--- config.mk ---
export PLATFORM = sky130hd
export DESIGN_NAME = packet_message_deframer
export DESIGN_NICKNAME = d
export VERILOG_FILES = /design/src/rtl/core/pmd_pkg.sv /design/src/rtl/core/packet_message_deframer.sv /design/src/rtl/core/pmd_parser.sv /design/src/rtl/core/pmd_out_buf.sv
export VERILOG_INCLUDE_DIRS = /design/src /design/src/rtl/core
export SDC_FILE = /design/constraint.sdc
export NUM_CORES = 1
export LEC_CHECK = 0
export BUFFER_PORTS_ARGS = -buffer_cell sky130_fd_sc_hd__buf_2
export CORE_UTILIZATION = 50
export DETAILED_ROUTE_END_ITERATION = 16
export GPL_ROUTABILITY_DRIVEN = 0
export PLACE_DENSITY = 0.68
export SLEW_MARGIN = 25
export SYNTH_ARGS = -nofsm -noshare
export SYNTH_HDL_FRONTEND = slang
export SYNTH_SLANG_ARGS = --single-unit
--- constraint.sdc ---
create_clock -name clock -period 20.3 [get_ports clock]
set_clock_uncertainty 0.15 [all_clocks]
set_input_delay 4.06 -clock clock [delete_from_list [all_inputs] [get_ports clock]]
set_output_delay 4.06 -clock clock [all_outputs]
set_load 0.02 [all_outputs]
--- src/rtl/core/packet_message_deframer_assert.svh ---
// Assertion macros for the packet message deframer.
`ifndef PACKET_MESSAGE_DEFRAMER_ASSERT_SVH
`define PACKET_MESSAGE_DEFRAMER_ASSERT_SVH

`ifndef SYNTHESIS

// antecedent implies consequent in the same cycle
`define PMD_ASSERT_IMPLY(label, clk, rst, ante, cons, msg) \
   label: assert property (@(posedge clk) disable iff (rst) (ante) |-> (cons)) \
      else $error(msg);

// antecedent implies consequent in the next cycle
`define PMD_ASSERT_NEXT(label, clk, rst, ante, cons, msg) \
   label: assert property (@(posedge clk) disable iff (rst) (ante) |=> (cons)) \
      else $error(msg);

`else

`define PMD_ASSERT_IMPLY(label, clk, rst, ante, cons, msg)
`define PMD_ASSERT_NEXT(label, clk, rst, ante, cons, msg)

`endif

`endif

--- src/rtl/core/pmd_pkg.sv ---
// Shared types and constants for the packet message deframer.
package pmd_pkg;

   localparam int SESSION_BYTES  = 10;
   localparam int SEQUENCE_BYTES = 8;
   localparam int COUNT_BYTES    = 2;
   localparam int HEADER_BYTES   = SESSION_BYTES + SEQUENCE_BYTES + COUNT_BYTES;

   localparam int HDR_CNT_W = 5;
   localparam int SEQ_W     = 64;
   localparam int LEN_W     = 16;

   localparam logic [HDR_CNT_W-1:0] SEQ_FIRST = HDR_CNT_W'(SESSION_BYTES);
   localparam logic [HDR_CNT_W-1:0] SEQ_LAST  =
      HDR_CNT_W'(SESSION_BYTES + SEQUENCE_BYTES - 1);
   localparam logic [HDR_CNT_W-1:0] CNT_HI    = HDR_CNT_W'(SESSION_BYTES + SEQUENCE_BYTES);
   localparam logic [HDR_CNT_W-1:0] HDR_LAST  = HDR_CNT_W'(HEADER_BYTES - 1);

   typedef enum logic [2:0] {
      PH_HEADER = 3'd0,
      PH_LEN_HI = 3'd1,
      PH_LEN_LO = 3'd2,
      PH_TYPE   = 3'd3,
      PH_BODY   = 3'd4,
      PH_DROP   = 3'd5
   } pmd_phase_type;

   typedef enum logic [1:0] {
      ST_OK        = 2'd0,
      ST_HDR_SHORT = 2'd1,
      ST_MISSING   = 2'd2,
      ST_TRUNC     = 2'd3
   } pmd_status_type;

   typedef struct packed {
      logic [7:0]       msg_byte;
      logic             msg_first;
      logic             msg_last;
      logic [LEN_W-1:0] msg_index;
      logic [SEQ_W-1:0] packet_sequence;
      pmd_status_type   status;
   } pmd_result_type;

   typedef struct packed {
      pmd_phase_type        phase;
      logic [HDR_CNT_W-1:0] hdr_cnt;
   } pmd_parse_status_type;

endpackage

--- src/rtl/core/packet_message_deframer.sv ---
// Packet message deframer top level. Takes a datagram payload one byte per
// cycle unless stalled, parses the 20-byte header (session, big-endian sequence,
// message count) and splits the messages that follow, each a 16-bit big-endian
// length and its bytes. Every message byte leaves with first/last marks, its
// message index and the packet sequence; short packets and zero lengths give an
// error item. One byte is accepted every cycle while req_stall is low; results
// are registered in a two-entry output buffer, and req_stall rises only while
// both entries are held by a stalled result channel.
module packet_message_deframer (
   input  logic        clock,
   input  logic        reset,
   input  logic        req_valid,
   output logic        req_stall,
   input  logic [7:0]  req_payload_byte,
   input  logic        req_packet_end,
   output logic        rsp_valid,
   input  logic        rsp_stall,
   output logic [7:0]  rsp_msg_byte,
   output logic        rsp_msg_first,
   output logic        rsp_msg_last,
   output logic [15:0] rsp_msg_index,
   output logic [63:0] rsp_packet_sequence,
   output logic [1:0]  rsp_status
);
   import pmd_pkg::*;

`include "packet_message_deframer_assert.svh"

   logic                 accept;
   logic                 res_push;
   pmd_result_type       res_data;
   pmd_result_type       rsp_data;
   pmd_parse_status_type parse_status;
   logic                 past_header;
   logic                 hdr_complete;
   logic                 err_item;
   logic                 err_clear;
   logic                 short_item;
   logic                 short_clear;

   assign accept = req_valid & ~req_stall;

   pmd_parser u_parser (
      .clock        (clock),
      .reset        (reset),
      .accept       (accept),
      .payload_byte (req_payload_byte),
      .packet_end   (req_packet_end),
      .res_push     (res_push),
      .res_data     (res_data),
      .parse_status (parse_status)
   );

   pmd_out_buf u_out_buf (
      .clock     (clock),
      .reset     (reset),
      .push      (res_push),
      .push_data (res_data),
      .rsp_stall (rsp_stall),
      .rsp_valid (rsp_valid),
      .rsp_data  (rsp_data),
      .full      (req_stall)
   );

   assign rsp_msg_byte        = rsp_data.msg_byte;
   assign rsp_msg_first       = rsp_data.msg_first;
   assign rsp_msg_last        = rsp_data.msg_last;
   assign rsp_msg_index       = rsp_data.msg_index;
   assign rsp_packet_sequence = rsp_data.packet_sequence;
   assign rsp_status          = rsp_data.status;

   assign past_header  = parse_status.phase != PH_HEADER;
   assign hdr_complete = parse_status.hdr_cnt == HDR_LAST;
   assign err_item     = rsp_valid && (rsp_status == ST_HDR_SHORT || rsp_status == ST_TRUNC);
   assign err_clear    = rsp_msg_byte == 8'h00 && !rsp_msg_first && !rsp_msg_last;
   assign short_item   = rsp_valid && rsp_status == ST_HDR_SHORT;
   assign short_clear  = rsp_msg_index == '0 && rsp_packet_sequence == '0;

   `PMD_ASSERT_IMPLY(a_hdr_done, clock, reset, past_header, hdr_complete, "header left early")
   `PMD_ASSERT_IMPLY(a_err_empty, clock, reset, err_item, err_clear, "error item has data")
   `PMD_ASSERT_IMPLY(a_short_zero, clock, reset, short_item, short_clear, "short item not zero")

endmodule

--- src/rtl/core/pmd_parser.sv ---
// Header and message framing state with the per-byte result logic.
module pmd_parser (
   input  logic                        clock,
   input  logic                        reset,
   input  logic                        accept,
   input  logic [7:0]                  payload_byte,
   input  logic                        packet_end,
   output logic                        res_push,
   output pmd_pkg::pmd_result_type     res_data,
   output pmd_pkg::pmd_parse_status_type parse_status
);
   import pmd_pkg::*;

   pmd_phase_type        phase_ff, phase_in;
   logic [HDR_CNT_W-1:0] hdr_cnt_ff, hdr_cnt_in;
   logic [SEQ_W-1:0]     seq_ff, seq_in;
   logic [LEN_W-1:0]     msgs_left_ff, msgs_left_in;
   logic [LEN_W-1:0]     msg_num_ff, msg_num_in;
   logic [LEN_W-1:0]     bytes_left_ff, bytes_left_in;
   logic                 res_valid;
   logic [LEN_W-1:0]     len_full;
   logic [LEN_W-1:0]     bytes_dec;
   logic [LEN_W-1:0]     msgs_dec;

   assign len_full  = {bytes_left_ff[LEN_W-1:8], payload_byte};
   assign bytes_dec = bytes_left_ff - LEN_W'(1);
   assign msgs_dec  = msgs_left_ff - LEN_W'(1);

   always_comb begin
      phase_in      = phase_ff;
      hdr_cnt_in    = hdr_cnt_ff;
      seq_in        = seq_ff;
      msgs_left_in  = msgs_left_ff;
      msg_num_in    = msg_num_ff;
      bytes_left_in = bytes_left_ff;
      res_valid     = 1'b0;
      res_data.msg_byte        = '0;
      res_data.msg_first       = 1'b0;
      res_data.msg_last        = 1'b0;
      res_data.msg_index       = msg_num_ff;
      res_data.packet_sequence = seq_ff;
      res_data.status          = ST_OK;

      case (phase_ff)
         PH_HEADER: begin
            if (hdr_cnt_ff >= SEQ_FIRST && hdr_cnt_ff <= SEQ_LAST) begin
               seq_in = {seq_ff[SEQ_W-9:0], payload_byte};
            end else if (hdr_cnt_ff == CNT_HI) begin
               msgs_left_in = {payload_byte, 8'h00};
            end else if (hdr_cnt_ff == HDR_LAST) begin
               msgs_left_in = {msgs_left_ff[LEN_W-1:8], payload_byte};
            end
            if (hdr_cnt_ff >= HDR_LAST) begin
               msg_num_in = '0;
               phase_in   = (msgs_left_in == '0) ? PH_DROP : PH_LEN_HI;
               if (packet_end && msgs_left_in != '0) begin
                  res_valid          = 1'b1;
                  res_data.msg_index = '0;
                  res_data.status    = ST_MISSING;
               end
            end else begin
               hdr_cnt_in = hdr_cnt_ff + HDR_CNT_W'(1);
               if (packet_end) begin
                  res_valid                = 1'b1;
                  res_data.msg_index       = '0;
                  res_data.packet_sequence = '0;
                  res_data.status          = ST_HDR_SHORT;
               end
            end
         end
         PH_LEN_HI: begin
            bytes_left_in = {payload_byte, 8'h00};
            phase_in      = PH_LEN_LO;
            if (packet_end) begin
               res_valid       = 1'b1;
               res_data.status = ST_MISSING;
            end
         end
         PH_LEN_LO: begin
            bytes_left_in = len_full;
            if (len_full == '0) begin
               phase_in        = PH_DROP;
               res_valid       = 1'b1;
               res_data.status = ST_TRUNC;
            end else begin
               phase_in = PH_TYPE;
               if (packet_end) begin
                  res_valid       = 1'b1;
                  res_data.status = ST_TRUNC;
               end
            end
         end
         PH_TYPE, PH_BODY: begin
            bytes_left_in = bytes_dec;
            res_valid     = 1'b1;
            if (bytes_dec == '0) begin
               msg_num_in         = msg_num_ff + LEN_W'(1);
               msgs_left_in       = msgs_dec;
               phase_in           = (msgs_dec == '0) ? PH_DROP : PH_LEN_HI;
               res_data.msg_byte  = payload_byte;
               res_data.msg_first = (phase_ff == PH_TYPE);
               res_data.msg_last  = 1'b1;
               res_data.status    = (packet_end && msgs_dec != '0) ? ST_MISSING : ST_OK;
            end else begin
               phase_in = PH_BODY;
               if (packet_end) begin
                  res_data.status = ST_TRUNC;
               end else begin
                  res_data.msg_byte  = payload_byte;
                  res_data.msg_first = (phase_ff == PH_TYPE);
               end
            end
         end
         PH_DROP: begin
         end
         default: begin
         end
      endcase

      if (packet_end) begin
         phase_in   = PH_HEADER;
         hdr_cnt_in = '0;
      end
   end

   always_ff @(posedge clock) begin
      if (reset) begin
         phase_ff      <= PH_HEADER;
         hdr_cnt_ff    <= '0;
         seq_ff        <= '0;
         msgs_left_ff  <= '0;
         msg_num_ff    <= '0;
         bytes_left_ff <= '0;
      end else if (accept) begin
         phase_ff      <= phase_in;
         hdr_cnt_ff    <= hdr_cnt_in;
         seq_ff        <= seq_in;
         msgs_left_ff  <= msgs_left_in;
         msg_num_ff    <= msg_num_in;
         bytes_left_ff <= bytes_left_in;
      end
   end

   assign res_push             = accept & res_valid;
   assign parse_status.phase   = phase_ff;
   assign parse_status.hdr_cnt = hdr_cnt_ff;

endmodule

--- src/rtl/core/pmd_out_buf.sv ---
// Two-entry result buffer: output register plus skid entry.
module pmd_out_buf (
   input  logic                    clock,
   input  logic                    reset,
   input  logic                    push,
   input  pmd_pkg::pmd_result_type push_data,
   input  logic                    rsp_stall,
   output logic                    rsp_valid,
   output pmd_pkg::pmd_result_type rsp_data,
   output logic                    full
);
   import pmd_pkg::*;

   logic           main_valid_ff, main_valid_in;
   logic           skid_valid_ff, skid_valid_in;
   pmd_result_type main_data_ff, main_data_in;
   pmd_result_type skid_data_ff, skid_data_in;
   logic           pop;

   assign pop = main_valid_ff & ~rsp_stall;

   always_comb begin
      main_valid_in = main_valid_ff;
      skid_valid_in = skid_valid_ff;
      main_data_in  = main_data_ff;
      skid_data_in  = skid_data_ff;
      if (skid_valid_ff) begin
         if (pop) begin
            main_data_in  = skid_data_ff;
            skid_valid_in = 1'b0;
         end
      end else if (push) begin
         if (!main_valid_ff || pop) begin
            main_data_in  = push_data;
            main_valid_in = 1'b1;
         end else begin
            skid_data_in  = push_data;
            skid_valid_in = 1'b1;
         end
      end else if (pop) begin
         main_valid_in = 1'b0;
      end
   end

   always_ff @(posedge clock) begin
      if (reset) begin
         main_valid_ff <= 1'b0;
         skid_valid_ff <= 1'b0;
      end else begin
         main_valid_ff <= main_valid_in;
         skid_valid_ff <= skid_valid_in;
      end
   end

   always_ff @(posedge clock) begin
      main_data_ff <= main_data_in;
      skid_data_ff <= skid_data_in;
   end

   assign rsp_valid = main_valid_ff;
   assign rsp_data  = main_data_ff;
   assign full      = skid_valid_ff;

endmodule

==> flow_summary_export.csv, run 1 <==
group,metric,value,unit
status,status,"completed",
global_route,grt_pass1_wl,48700,um
timing,max_slew.worst_pin.slew,1.01,ns
yosys,ys_seq_area_share,58.8,%
critical_path,critPathTopFamily,"simple AND/OR/NAND/NOR gates",
clock_tree,ctsHtreeMaxLevel,1,
clock_tree,holdBufCountCts,0,
floorplan,num_rows,59,
yosys,synth_edf_count,184,
final_layout,final_area,0.0153,mm2
critical_path,crit_required,20.33,ns
critical_path,crit_cells,9,
global_route,overflow,0,
timing,period_share,37.7,%
placed_design,dp_hpwl,19400,um
critical_path,worstSetupEndpoint,"u_out_buf.rsp_data[10]",
critical_path,timing.critical_path.from,"req_payload_byte[0]",
timing,drv_slew,0,
floorplan,die-height,167,um
final_layout,synthToLayoutAreaGrowth,13.1,%
floorplan,fp.coreArea,0.0264,mm2
floorplan,ios,107,
yosys,yosysTopAreaCellShare,40.7,%
detailed_routing,vias,9609,
clock_tree,cts_tree,"built",
critical_path,critPathCaptureType,"flip-flop",
final_layout,drive_gt1_share,20.8,%
yosys,synth_area_leaders,"edfxtp_1 41%, dfxtp_1 18%, mux2_2 7.6%",
critical_path,path_class,"input pin to flip-flop",
yosys,ys_ff_latch,306,
clock_tree,cts-buffers-inserted,31,
critical_path,worstSetupStartpointType,"input pin",
final_layout,nets,1350,
global_route,grt_pass1_vias,9002,
clock_tree,clk_latency,0.57,ns
yosys,ys_async_sr_fraction,0,%
timing,max_freq,131,MHz
critical_path,reg2reg_slack,15.13,ns
placed_design,postPlaceCellArea,0.0143,mm2
clock_tree,cts-root-buf,"clkbuf_16",
critical_path,path_common_cell,"nor4_1",
yosys,syn_avg_cell_area,10.7,um2
clock_tree,clkSlewWorstSetupHoldPaths,0.06,ns
final_layout,mostFrequentLayoutCells,"195 x nand2_1, 184 x edfxtp_1, 121 x dfxtp_1",
yosys,ys_types,65,
critical_path,max_stage_delay,0.84,ns
yosys,netlist_area,0.0136,mm2
critical_path,worstPathCellList,"buf_2 > nor4_1 > nand3_1 > nor4_1 > o21ai_0 > a221oi_1 > nand2_1 > a21boi_4 > buf_4",
timing,fin_tns_setup,0,ns
final_layout,diodes,0,
critical_path,worstReg2RegEnd,"u_out_buf.rsp_data[10]",
floorplan,die_w,167,um
clock_tree,cts_setup_buffers,0,
detailed_routing,ant_nets,0,
floorplan,start_util,51.5,%
final_layout,layout_commonest_cell,"nand2_1",
flow_run,drv_cap,0,
detailed_routing,drc_errors,0,
yosys,syn_nets,1285,
clock_tree,clock-sinks,306,
yosys,syn_inst,1264,
timing,period_minus_slack,7.66,ns
yosys,ys_warn_count,0,
critical_path,crit_path_top_delay_cell,"buf_4",
placed_design,numPortBuffers,106,
detailed_routing,avgRoutedWirePerCell,17.9,um
global_route,grt_antenna_before_repair,0,
critical_path,r2r_start,"u_parser.hdr_cnt_ff[1]",
critical_path,reg2regPathDepth,10,
critical_path,cp_max_fo,72,
yosys,yosysTopAreaCell,"edfxtp_1",
pwr,power_density,83.8,mW/mm2
yosys,ys.flop_type,"edfxtp_1",
timing,setup_violations,0,
detailed_routing,first_iter_violations,727,
detailed_routing,via_per_inst,5.69,
critical_path,worst-path-buf-inv,2,
global_route,grt_use_total,21.6,%
floorplan,dieArea,0.0278,mm2
critical_path,arrival,7.69,ns
global_route,grt_max_degree,75,
pwr,power.leakage,0.00560,uW
clock_tree,clockBufferDepth,3,
final_layout,seq_area,0.00797,mm2
detailed_routing,drt-pass1-iter-count,5,
pwr,vdd_drop_max,0.0000657,V
clock_tree,cts_resized,0,
timing,hold_viol,0,
pwr,report.power.total,1280,uW
min_path,holdCritPathClass,"flip-flop to flip-flop",
timing,rsz0062_at_grt,"false",
detailed_routing,wirelength,30200,um
final_layout,n_fill_cell,2215,
final_layout,multiInputGateArea,0.00524,mm2
timing,slew_headroom,32.9,%
-- logic make-up (layout without fill, tap and decap cells) --
logic type | after synthesis | in the layout | synth area share [%]
AOI/OAI and AO/OA | 250 | 250 | 11.2
xor gates and xnor gates | 17 | 17 | 1.10
adders and majority gates | 8 | 8 | 0.738
buffers and inverters | 101 | 191 | 2.93
DFF | 306 | 306 | 58.8
muxes | 93 | 93 | 7.71
and+or+nand+nor | 489 | 489 | 17.5
-- Yosys cell counts, types with 10 or more instances --
| master | count |
|---|---|
| a22oi_1 | 15 |
| dfxtp_1 | 122 |
| xnor2_1 | 12 |
| nand3_1 | 24 |
| edfxtp_1 | 184 |
| clkbuf_1 | 80 |
| and2_1 | 92 |
| inv_1 | 15 |
| nor2_1 | 78 |
| a211oi_1 | 11 |
| nand4_1 | 11 |
| mux2_2 | 92 |
| nand2_1 | 195 |
| nor3_1 | 25 |
| nor4_1 | 12 |
| a21oi_1 | 117 |
| o31ai_1 | 10 |
| o21ai_0 | 48 |
-- final cells by class --
| class | instances | share of cell area (%) |
|---|---|---|
| clock buffers | 51 | 6.39 |
| clock inverters | 7 | 0.326 |
| inverters | 15 | 0.367 |
| multi-input cells | 857 | 34.2 |
| flip-flops and latches | 306 | 52.0 |
| well taps | 335 | 2.73 |
| repair buffers | 118 | 4.06 |
-- metrics by stage --
stage	cells	utilization (%)	hold slack, ns	setup slack, ns
2_1_floorplan	1264	-	0.282	7.32
3_3_place_gp	1631	54.3	0.292	12.15
3_5_place_dp	1631	54.3	0.296	12.07
4_1_cts	1689	58.2	0.304	12.65
5_1_grt	1689	58.2	0.323	12.19
6_report	1689	58.2	0.302	12.64
-- tightest hold or removal path, cell delays in order, from the launching register on --
cell	delay (ns)
dfxtp_1	0.30
nand2_1	0.05
a21oi_1	0.05
-- power by group --
part	switching, uW	internal (uW)
Combinational	37.5	14.2
Clock	236	329
Sequential	4.70	664
-- state kept, by name (all words and copies together) (netlist names) --
register / cells
u_out_buf.full: 1
u_out_buf.rsp_data: 92
u_out_buf.rsp_valid: 1
u_out_buf.skid_data_ff: 92
u_parser.bytes_left_ff: 16
u_parser.hdr_cnt_ff: 5
u_parser.msg_num_ff: 16
u_parser.msgs_left_ff: 16
u_parser.phase_ff: 3
u_parser.seq_ff: 64
-- routing by layer --
metal / vias to the layer above / track usage (%) / share of wire, %
met5: - / 0 / 0
met4: 0 / 5.48 / 1.8
met3: 40 / 2.95 / 5.3
met2: 265 / 34.6 / 47
met1: 4638 / 31.0 / 46
li1: 4666 / - / -
-- worst min path at each step --
stage                          endpoint           startpoint  cells after the start  slack [ns]
finish              u_parser.seq_ff[61]  u_parser.seq_ff[61]                      2        0.30
detailed placement  u_parser.seq_ff[61]  u_parser.seq_ff[61]                      2        0.30
floorplan           u_parser.seq_ff[56]  u_parser.seq_ff[56]                      2        0.28
global route        u_parser.seq_ff[58]  u_parser.seq_ff[58]                      2        0.32
global placement    u_parser.seq_ff[61]  u_parser.seq_ff[61]                      2        0.29
CTS                 u_parser.seq_ff[61]  u_parser.seq_ff[61]                      2        0.30
Power figures use the tool's default switching activity.
==> run 2, diff against run 1 <==
Clock period 20.3 ns to 7.1 ns, I/O delays scaled along.
==> flow_summary_export.csv, run 2 (synthesized netlist as in run 1, its figures left out) <==
group,metric,value,unit
status,status,"completed",
final_layout,mostFrequentLayoutCells,"195 x nand2_1, 184 x edfxtp_1, 121 x dfxtp_1",
detailed_routing,wl_met3,1680,um
floorplan,fp.coreArea,0.0264,mm2
timing,setup_violations,0,
detailed_routing,wirelength,30500,um
clock_tree,clockBufferDepth,3,
pwr,power.leakage,0.00559,uW
critical_path,worstPathCellList,"buf_2 > nor4_1 > nand3_1 > nor4_1 > o21ai_0 > a221oi_1 > nand2_1 > a21boi_4 > buf_4",
clock_tree,clock-sinks,306,
critical_path,crit_path_top_delay_cell,"a21boi_4",
pwr,pwr-share-clk,43.5,%
critical_path,path_class,"input pin to flip-flop",
critical_path,critPathTopFamily,"simple AND/OR/NAND/NOR gates",
final_layout,n_fill_cell,2197,
timing,max_slew.worst_pin.slew,1.03,ns
detailed_routing,met1_length,14000,um
flow_run,drv_cap,0,
global_route,grt_pass1_vias,8852,
global_route,overflow,0,
floorplan,ios,107,
detailed_routing,route.met2.wl,14000,um
critical_path,max_stage_delay,0.68,ns
timing,max_freq,211,MHz
pwr,power_density,238,mW/mm2
timing,period_share,66.8,%
detailed_routing,highest_layer,"met4",
pwr,swShare,22.4,%
critical_path,worst-path-buf-inv,2,
pwr,report.power.total,3640,uW
clock_tree,clkSlewWorstSetupHoldPaths,0.06,ns
timing,fin_tns_setup,0,ns
pwr,vdd_drop_max,0.000178,V
timing,rsz0062_at_grt,"false",
timing,period_minus_slack,4.74,ns
timing,hold_viol,0,
detailed_routing,drt-pass1-iter-count,5,
min_path,holdCritPathClass,"flip-flop to flip-flop",
global_route,grt_antenna_before_repair,2,
pwr,p_switching,817,uW
detailed_routing,vias,9663,
clock_tree,cts_setup_buffers,0,
clock_tree,holdBufCountCts,0,
placed_design,dp_hpwl,19900,um
critical_path,reg2reg_slack,2.63,ns
critical_path,r2r_start,"u_parser.hdr_cnt_ff[1]",
critical_path,worstSetupStartpointType,"input pin",
floorplan,num_rows,59,
placed_design,numPortBuffers,106,
floorplan,start_util,51.5,%
detailed_routing,first_iter_violations,885,
floorplan,die_w,167,um
global_route,grt_pass1_wl,48800,um
global_route,grt_use_total,21.7,%
floorplan,dieArea,0.0278,mm2
pwr,combPwrFrac,4.1,%
clock_tree,cts-buffers-inserted,31,
pwr,seqPwrFrac,52.4,%
clock_tree,clk_latency,0.58,ns
critical_path,cp_max_fo,41,
clock_tree,cts_resized,0,
detailed_routing,via_per_inst,5.70,
timing,drv_slew,0,
critical_path,reg2regPathDepth,11,
global_route,grt_max_degree,87,
min_path,worstHoldPathCells,2,
critical_path,critPathCaptureType,"flip-flop",
critical_path,worstReg2RegEnd,"u_out_buf.rsp_data[20]",
final_layout,drive_gt1_share,20.6,%
min_path,hold_start,"u_parser.seq_ff[61]",
detailed_routing,ant_nets,0,
detailed_routing,drc_errors,0,
pwr,p_int,2820,uW
critical_path,arrival,4.79,ns
clock_tree,cts-root-buf,"clkbuf_16",
min_path,holdPathEnd,"u_parser.seq_ff[61]",
floorplan,die-height,167,um
critical_path,path_common_cell,"nor4_1",
clock_tree,cts_tree,"built",
detailed_routing,avgRoutedWirePerCell,18.0,um
critical_path,crit_required,7.15,ns
final_layout,synthToLayoutAreaGrowth,12.9,%
final_layout,nets,1353,
timing,slew_headroom,31.3,%
clock_tree,ctsHtreeMaxLevel,1,
final_layout,layout_commonest_cell,"nand2_1",
[run 2: worst max-delay path by stage]
stage | start | end | depth (start not counted)
after floorplan | req_payload_byte[0] | u_out_buf.rsp_data[0] | 7
after global placement | req_payload_byte[0] | u_out_buf.rsp_data[18] | 9
after detailed placement | req_payload_byte[0] | u_out_buf.rsp_data[17] | 9
after CTS | req_payload_byte[0] | u_out_buf.rsp_data[20] | 9
after global routing | req_payload_byte[0] | u_out_buf.rsp_data[22] | 9
final | req_payload_byte[0] | u_out_buf.rsp_data[20] | 9
[run 2: layout make-up]
type | count | area, um2 | area share (%)
sequential | 306 | 7970 | 52.1
inverter | 15 | 56.3 | 0.368
multi-input combinational | 857 | 5220 | 34.1
timing repair buffer | 121 | 658 | 4.30
clock buffer | 40 | 810 | 5.29
tap | 335 | 419 | 2.74
clock inverter | 18 | 171 | 1.12
antenna | 2 | 5.00 | 0.0327
[run 2: power by group through the flow]
stage | Sequential [uW] | Combinational [uW] | Clock (uW)
floorplan | 1970 | 72.4 | 0
global placement | 1950 | 148 | 0
detailed placement | 1950 | 150 | 0
CTS | 1910 | 151 | 1600
global route | 1910 | 162 | 1680
finish | 1910 | 150 | 1580
[run 2: layer usage]
metal	up-vias	GRT usage, %
met5	-	0
li1	4684	-
met2	317	35.0
met4	0	5.60
met3	52	3.02
met1	4610	31.0
[run 2: worst reg2reg max path: cells and delay by family, from the launching register on]
| kind | cells | cell delay [ns] |
|---|---|---|
| buf+inv | 3 | 0.87 |
| compound gates | 3 | 1.23 |
| simple gates | 4 | 1.12 |
| fa+ha+maj | 1 | 0.20 |
| flops | 1 | 0.51 |
[run 2: through the flow]
stage | util (%) | instance area, um2 | setup slack (ns) | std cells | hold slack [ns]
after CTS | 58.1 | 15300 | 2.42 | 1692 | 0.303
after global routing | 58.1 | 15300 | 2.06 | 1694 | 0.327
after global placement | 54.4 | 14300 | 1.96 | 1634 | 0.289
after detailed placement | 54.4 | 14300 | 1.84 | 1634 | 0.295
after floorplan | - | 13600 | 0.862 | 1264 | 0.282
final | 58.1 | 15300 | 2.36 | 1694 | 0.304
